## config.mk

```make
export PLATFORM = sky130hd
export DESIGN_NAME = rgb555_fade_blend
export DESIGN_NICKNAME = d
export VERILOG_FILES = /design/src/hw/rtl/rfb_pkg.sv /design/src/hw/rtl/rgb555_fade_blend.sv
export SDC_FILE = /design/constraint.sdc
export NUM_CORES = 2
export LEC_CHECK = 0
export BUFFER_PORTS_ARGS = -buffer_cell sky130_fd_sc_hd__buf_2
export CORE_MARGIN = 5
export CORE_UTILIZATION = 40
export DETAILED_ROUTE_END_ITERATION = 7
export PLACE_DENSITY_LB_ADDON = 0.15
export SKIP_LAST_GASP = 1
export SLEW_MARGIN = 5
export SYNTH_ARGS = -nofsm -noshare
export SYNTH_HDL_FRONTEND = slang
export SYNTH_SLANG_ARGS = --single-unit
```

## constraint.sdc

```tcl
create_clock -name clock -period 7.5 [get_ports clock]
set_clock_uncertainty 0.05 [all_clocks]
set_input_delay 0.375 -clock clock [delete_from_list [all_inputs] [get_ports clock]]
set_output_delay 0.375 -clock clock [all_outputs]
set_load 0.005 [all_outputs]
```

## src/hw/rtl/rfb_pkg.sv

```systemverilog
`timescale 1ns / 1ps

package rfb_pkg;

   // field widths
   localparam int PIX_W      = 16;
   localparam int STEP_W     = 8;
   localparam int CH_W       = 8;              // widened colour channel
   localparam int CH5_W      = 5;              // RGB555 channel
   localparam int CH_SHIFT   = CH_W - CH5_W;
   localparam int NUM_CH     = 3;              // red, green, blue
   localparam int MASK_BIT   = PIX_W - 1;

   // blend factor, 1.12 fixed point
   localparam int FRAC_W     = 12;
   localparam int ONE_W      = FRAC_W + 1;
   localparam logic [ONE_W-1:0] FACTOR_ONE = ONE_W'(13'h1000);
   localparam int PROD_W     = CH_W + ONE_W;
   localparam int RES_LSB    = FRAC_W + CH_SHIFT;

   // divider split: one quotient bit per sub-step
   localparam int DIV_STAGES = 4;
   localparam int DIV_BITS   = FRAC_W / DIV_STAGES;

   localparam int MAX_STEPS_DEFAULT = 255;

   // register file
   localparam int CSR_IDX_W  = 2;
   localparam int CSR_DATA_W = 8;

   typedef enum logic [CSR_IDX_W-1:0] {
      CSR_TARGET_RED   = 2'd0,
      CSR_TARGET_GREEN = 2'd1,
      CSR_TARGET_BLUE  = 2'd2,
      CSR_FADE_STEPS   = 2'd3
   } csr_idx_type;

   typedef struct packed {
      logic [CH_W-1:0]   rem;
      logic [FRAC_W-1:0] quo;
   } div_type;

   // one restoring-division step; rem < divisor on entry and exit
   function automatic div_type div_step(input div_type x, input logic [CH_W-1:0] divisor);
      logic [CH_W:0] shifted;
      logic          take;
      div_type       y;
      shifted = {x.rem, 1'b0};
      take    = (shifted >= {1'b0, divisor});
      y.rem   = take ? CH_W'(shifted - {1'b0, divisor}) : shifted[CH_W-1:0];
      y.quo   = {x.quo[FRAC_W-2:0], take};
      return y;
   endfunction

endpackage

```

## src/hw/rtl/rgb555_fade_blend.sv

```systemverilog
`timescale 1ns / 1ps

// Channel   Dir  Handshake                     Payload
// req       in   req_valid / req_ready         req_pixel_in[15:0], req_step[7:0]
// rsp       out  rsp_valid / rsp_ready         rsp_pixel_out[15:0]
// csr       in   csr_write_enable (no wait)    csr_index[1:0], csr_write_data[7:0]
//
// Seven register stages: prepare, four divider stages (three quotient bits each),
// multiply, sum and pack. One pixel per clock while rsp_ready is high.
// The quotient ((step+1)<<12)/steps sets the depth: 12 restoring steps.
// Reset (synchronous) empties the pipe and loads the reset register values.
// Each stage holds its item while the next cannot take one, so bubbles close up
// under a stall and a transfer is taken as long as any stage is free.

module rgb555_fade_blend #(
   parameter int MAX_STEPS = rfb_pkg::MAX_STEPS_DEFAULT
) (
   input  logic                          clock,
   input  logic                          reset,
   input  logic                          req_valid,
   output logic                          req_ready,
   input  logic [rfb_pkg::PIX_W-1:0]     req_pixel_in,
   input  logic [rfb_pkg::STEP_W-1:0]    req_step,
   output logic                          rsp_valid,
   input  logic                          rsp_ready,
   output logic [rfb_pkg::PIX_W-1:0]     rsp_pixel_out,
   input  logic                          csr_write_enable,
   input  logic [rfb_pkg::CSR_IDX_W-1:0] csr_index,
   input  logic [rfb_pkg::CSR_DATA_W-1:0] csr_write_data
);

   localparam int DIV_LAST   = rfb_pkg::DIV_STAGES;   // last divider stage
   localparam int MUL_IDX    = DIV_LAST + 1;
   localparam int OUT_IDX    = DIV_LAST + 2;
   localparam int NUM_STAGES = OUT_IDX + 1;
   localparam int CH_W       = rfb_pkg::CH_W;
   localparam int CH5_W      = rfb_pkg::CH5_W;
   localparam int PROD_W     = rfb_pkg::PROD_W;
   localparam logic [CH_W-1:0] MAX_CLIP = CH_W'(MAX_STEPS);

   // configuration registers
   logic [CH_W-1:0] target_ff [rfb_pkg::NUM_CH];   // red, green, blue
   logic [CH_W-1:0] fade_steps_ff;

   always_ff @(posedge clock) begin
      if (reset) begin
         for (int c = 0; c < rfb_pkg::NUM_CH; c++) begin
            target_ff[c] <= '0;
         end
         fade_steps_ff <= CH_W'(1);
      end else if (csr_write_enable) begin
         unique case (rfb_pkg::csr_idx_type'(csr_index))
            rfb_pkg::CSR_TARGET_RED:   target_ff[0]  <= csr_write_data;
            rfb_pkg::CSR_TARGET_GREEN: target_ff[1]  <= csr_write_data;
            rfb_pkg::CSR_TARGET_BLUE:  target_ff[2]  <= csr_write_data;
            rfb_pkg::CSR_FADE_STEPS:   fade_steps_ff <= csr_write_data;
            default: ;
         endcase
      end
   end

   // valid / ready chain; a stage takes a new item when empty or draining
   logic [NUM_STAGES-1:0] valid_ff, valid_in, stage_ready;

   always_comb begin
      stage_ready[OUT_IDX] = !valid_ff[OUT_IDX] || rsp_ready;
      for (int k = OUT_IDX - 1; k >= 0; k--) begin
         stage_ready[k] = !valid_ff[k] || stage_ready[k+1];
      end
      valid_in[0] = stage_ready[0] ? req_valid : valid_ff[0];
      for (int k = 1; k < NUM_STAGES; k++) begin
         valid_in[k] = stage_ready[k] ? valid_ff[k-1] : valid_ff[k];
      end
   end

   always_ff @(posedge clock) begin
      if (reset) begin
         valid_ff <= '0;
      end else begin
         valid_ff <= valid_in;
      end
   end

   assign req_ready = stage_ready[0];
   assign rsp_valid = valid_ff[OUT_IDX];

   // prepare and divider stages: index 0 prepares, 1..DIV_LAST divide
   logic [rfb_pkg::PIX_W-1:0] pix_ff     [NUM_STAGES-1];
   logic                      sat_ff     [NUM_STAGES-1];
   logic [CH_W-1:0]           divisor_ff [DIV_LAST+1];
   rfb_pkg::div_type          div_ff     [DIV_LAST+1];
   rfb_pkg::div_type          div_in     [DIV_LAST+1];
   logic [CH_W-1:0]           divisor_in;
   logic                      sat_in;

   always_comb begin
      logic [CH_W:0]    step_inc;
      rfb_pkg::div_type tmp;
      // zero steps acts as one; the divisor saturates at MAX_STEPS
      priority if (fade_steps_ff == '0) begin
         divisor_in = CH_W'(1);
      end else if (int'(fade_steps_ff) > MAX_STEPS) begin
         divisor_in = MAX_CLIP;
      end else begin
         divisor_in = fade_steps_ff;
      end
      step_inc   = {1'b0, req_step} + (CH_W+1)'(1);
      // last step or beyond: straight to the target colour
      sat_in     = (step_inc >= {1'b0, divisor_in});
      // otherwise step+1 < divisor, so the partial remainder starts in range
      div_in[0].rem = step_inc[CH_W-1:0];
      div_in[0].quo = '0;
      for (int k = 1; k <= DIV_LAST; k++) begin
         tmp = div_ff[k-1];
         for (int j = 0; j < rfb_pkg::DIV_BITS; j++) begin
            tmp = rfb_pkg::div_step(tmp, divisor_ff[k-1]);
         end
         div_in[k] = tmp;
      end
   end

   always_ff @(posedge clock) begin
      if (stage_ready[0]) begin
         pix_ff[0]     <= req_pixel_in;
         sat_ff[0]     <= sat_in;
         divisor_ff[0] <= divisor_in;
         div_ff[0]     <= div_in[0];
      end
      for (int k = 1; k <= DIV_LAST; k++) begin
         if (stage_ready[k]) begin
            pix_ff[k]     <= pix_ff[k-1];
            sat_ff[k]     <= sat_ff[k-1];
            divisor_ff[k] <= divisor_ff[k-1];
            div_ff[k]     <= div_in[k];
         end
      end
   end

   // multiply stage: src*(1-f) and target*f per channel
   logic [PROD_W-1:0]         psrc_ff [rfb_pkg::NUM_CH];
   logic [PROD_W-1:0]         ptgt_ff [rfb_pkg::NUM_CH];
   logic [PROD_W-1:0]         psrc_in [rfb_pkg::NUM_CH];
   logic [PROD_W-1:0]         ptgt_in [rfb_pkg::NUM_CH];
   logic [rfb_pkg::ONE_W-1:0] inv_factor;

   always_comb begin
      logic [CH_W-1:0] src8;
      inv_factor = rfb_pkg::FACTOR_ONE - {1'b0, div_ff[DIV_LAST].quo};
      for (int c = 0; c < rfb_pkg::NUM_CH; c++) begin
         src8       = {pix_ff[DIV_LAST][c*CH5_W +: CH5_W], {rfb_pkg::CH_SHIFT{1'b0}}};
         psrc_in[c] = PROD_W'(src8) * PROD_W'(inv_factor);
         ptgt_in[c] = PROD_W'(target_ff[c]) * PROD_W'(div_ff[DIV_LAST].quo);
      end
   end

   always_ff @(posedge clock) begin
      if (stage_ready[MUL_IDX]) begin
         pix_ff[MUL_IDX] <= pix_ff[DIV_LAST];
         sat_ff[MUL_IDX] <= sat_ff[DIV_LAST];
         for (int c = 0; c < rfb_pkg::NUM_CH; c++) begin
            psrc_ff[c] <= psrc_in[c];
            ptgt_ff[c] <= ptgt_in[c];
         end
      end
   end

   // sum, take the top five bits of each 8-bit result and repack
   logic [rfb_pkg::PIX_W-1:0] pixel_out_ff, pixel_out_in;

   always_comb begin
      logic [PROD_W-1:0]         sum;
      logic [rfb_pkg::PIX_W-1:0] blended;
      logic [rfb_pkg::PIX_W-1:0] packed_tgt;
      blended    = '0;
      packed_tgt = '0;
      blended[rfb_pkg::MASK_BIT]    = pix_ff[MUL_IDX][rfb_pkg::MASK_BIT];
      packed_tgt[rfb_pkg::MASK_BIT] = 1'b1;
      for (int c = 0; c < rfb_pkg::NUM_CH; c++) begin
         sum = psrc_ff[c] + ptgt_ff[c];
         blended[c*CH5_W +: CH5_W]    = sum[rfb_pkg::RES_LSB +: CH5_W];
         packed_tgt[c*CH5_W +: CH5_W] = target_ff[c][CH_W-1 -: CH5_W];
      end
      // transparent pixel wins over everything
      priority if (pix_ff[MUL_IDX] == '0) begin
         pixel_out_in = '0;
      end else if (sat_ff[MUL_IDX]) begin
         pixel_out_in = packed_tgt;
      end else begin
         pixel_out_in = blended;
      end
   end

   always_ff @(posedge clock) begin
      if (stage_ready[OUT_IDX]) begin
         pixel_out_ff <= pixel_out_in;
      end
   end

   assign rsp_pixel_out = pixel_out_ff;

endmodule

```

==> results.md <==
* Outcome: completed
* 1st-iter DRT viols at 1206
* Synthesized cell area at 31500 um^2
* Post-route setup slack at 0.468 ns
* DP Area at 32900 um^2
* Vias at 21400
* Post-route ant nets at 0
* Commonest cells post-synth: 380 x inv_1, 338 x edfxtp_1, 338 x nand2_1
* Die Wd at 291 um
* Layout area overhead at 10.4%
* Congestion Overflow GR at 0
* Cell family contributing the most delay on the critical path: compound AO/OA/AOI/OAI gates
* Fin crit period at 7.03 ns
* Antenna violations before repair at 1
* Tcrit/Tclk final at 0.938
* Row cnt at 103
* Core box area at 78500 um^2
* Worst-margin pin slew at 1.30 ns
* RSZ-0062 raised after global routing: false
* Drt drc at 0
* CP Launch Type: flip-flop
* Max-cap violation count at 0
* Most frequent CP cell: ha_1
* Number of I/O pins at 57
* CTS clock-pin slew for the worst setup and hold paths at 0.06 ns
* Final wirelength at 74700 um
* Die height at 291 um
* Yosys cell types at 73
* Setup TNS at 0 ns
* Number of buffers added on ports at 56
* Most common cell in the netlist: inv_1
* Full die area at 84500 um^2
* Slowest-stage cell, CP: edfxtp_1
* Hold Fails Final Rpt at 0
* Area fraction of the dominant cell type after synthesis at 0.322
* CP peak stage delay at 0.45 ns
* Seq/Total Area, Yosys at 0.332
* Fin. max-slew vios at 0
* # H-tree levels at 2
* Worst Hold Class: in -> reg
* Crit path DAT at 7.32 ns
* Initial core utilization at 0.401
* Global router's overall resource usage at 0.178
* Async set or reset register ratio after synthesis at 0
* Syn avg cell area at 10.4 um^2
* Final Setup Violations at 0
* Synth top area cells: edfxtp_1 32%, fa_1 18%, ha_1 13%, and2_1 4.7%, inv_1 4.5%
* Clk buf depth at 3
* Mapped Nets at 3680
* Maximum operating frequency at 0.142 GHz
* Crit path max fanout at 9
* Slew Limit Headroom at 0.121
* Synth Warn # at 0
* Pre-CTS setup slack at 0.405 ns
* Nets at 3725
* Largest net degree at the start of global routing at 43
* Vias/cell at 5.15
* RePlAce Congestion at 0.826
* #FFs+latches synth at 353
* Crit. End Element: flip-flop
* Root buf cell: clkbuf_16
* Number of synthesized flops with an enable pin at 338
* Vias in the first global route at 22900
* Detailed Place HPWL at 57200 um
* Post-Layout Inst Area at 34800 um^2
* WL/cell at 18.0 um
* Top FF cell, synth: edfxtp_1
* Number of diodes at 0
* Mapped Cells at 3029
* Wire length of the first global-routing pass at 122000 um
* Num Clock Sinks at 353
* Skew-Pair Late Insertion Delay at 0.59 ns
* # Post-CTS Setup Buffers at 0
* Crit-path cells: inv_1 -> ha_1 -> ha_1 -> and4_1 -> a211oi_1 -> and2_1 -> mux2_2 -> ha_1 -> o21a_1 -> o31a_1 -> o21ai_0 -> a21oi_1 -> and2_1 -> nor2_2 -> mux2_2 -> ha_1 -> or2_2 -> a21oi_1 -> a31oi_1 -> a41o_1 -> a221oi_1 -> o31a_2 -> mux2_2
* CP required at 7.79 ns
* Fraction of layout cells with a size suffix above 1 at 0.0817
* Worst path bufs/invs at 1
* Initial DRT Pass Iterations at 5
* Largest area contributor in the netlist: edfxtp_1
* Worst Setup Path Type: reg -> reg
* Num CTS Buffers at 45
* TritonCTS clock tree: built
[flip-flops by register name (all words and copies together), names as in the netlist, 7 cells and up]
name / flops
rsp_pixel_out: 16
pix_ff: 96
valid_ff: 7
target_ff: 24
psrc_ff: 51
div_ff: 62
ptgt_ff: 51
fade_steps_ff: 8
divisor_ff: 32
[logic make-up (layout without fill, tap and decap cells)]
group | Yosys count | count (layout) | share of synthesized area
compound gates | 392 | 392 | 0.0814
xor+xnor | 171 | 171 | 0.0475
fa+ha+maj | 612 | 612 | 0.310
buf+inv | 490 | 570 | 0.0588
flops | 353 | 353 | 0.332
mux | 62 | 62 | 0.0220
simple gates | 949 | 949 | 0.149
[layout make-up]
class	instances	area, um^2
Sequential cell	353	10500
Inverter	381	1430
Fill cell	7352	43700
Clock buffer	57	1290
Tap cell	1050	1310
Multi-Input combinational cell	2186	19200
Clock inverter	25	325
Timing Repair Buffer	107	726
[through the flow]
| stage | hold slack [ns] | utilization | cells |
|---|---|---|---|
| 2_1_floorplan | 0.350 | - | 3029 |
| 3_3_place_gp | 0.352 | 0.419 | 4052 |
| 3_5_place_dp | 0.355 | 0.419 | 4052 |
| 4_1_cts | 0.0363 | 0.443 | 4159 |
| 5_1_grt | 0.0652 | 0.443 | 4159 |
| 6_report | 0.0776 | 0.443 | 4159 |
[repair_timing]
item / CTS / global route
hold buffers: 25 / 0
endpoints found under the setup margin: 0 / 7
resized for setup: 0 / 1
endpoints found under the hold margin: 25 / 0
[final timing paths]
kind,startpoint,cells after the start,slack [ns],to
setup reg to reg,divisor_ff[0][9],23,0.47,div_ff[0][55]
hold / removal,req_step[0],2,0.08,div_ff[0][12]
hold reg to reg,div_ff[0][66],0,0.36,div_ff[0][89]
setup / recovery,divisor_ff[0][9],23,0.47,div_ff[0][55]
[routing by layer]
metal / vias to the layer above / part of all wire / global-route usage
met5: - / 0 / 0
met4: 0 / 0.030 / 0.0517
met3: 124 / 0.036 / 0.0248
met2: 366 / 0.49 / 0.311
met1: 10700 / 0.44 / 0.231
li1: 10300 / - / -
[placed cells by master, fill, tap and decap left out, types with 8 or more instances in the layout]
cell,n
dfxtp_1,15
edfxtp_1,338
nor2_1,143
nand2b_1,21
or2_2,15
buf_2,56
o21ai_0,73
ha_1,332
o31a_1,12
xor2_1,37
and3_1,19
o21bai_1,17
a211oi_1,11
dlygate4sd3_1,25
nand3_1,36
a21oi_1,120
clkbuf_16,49
a31oi_1,21
or3_1,11
inv_1,379
buf_4,26
and2_1,238
o211ai_1,8
a21o_1,32
nor4_1,12
o31ai_1,8
nand4_1,10
fa_1,280
o21a_1,27
xnor2_1,131
nor2b_1,24
mux2_2,53
mux2i_1,8
nor3_1,50
nand2_1,337
Power is left out: the tool's default activity adds up to more than one toggle a clock period on the data nets, which glitch-free logic cannot reach.
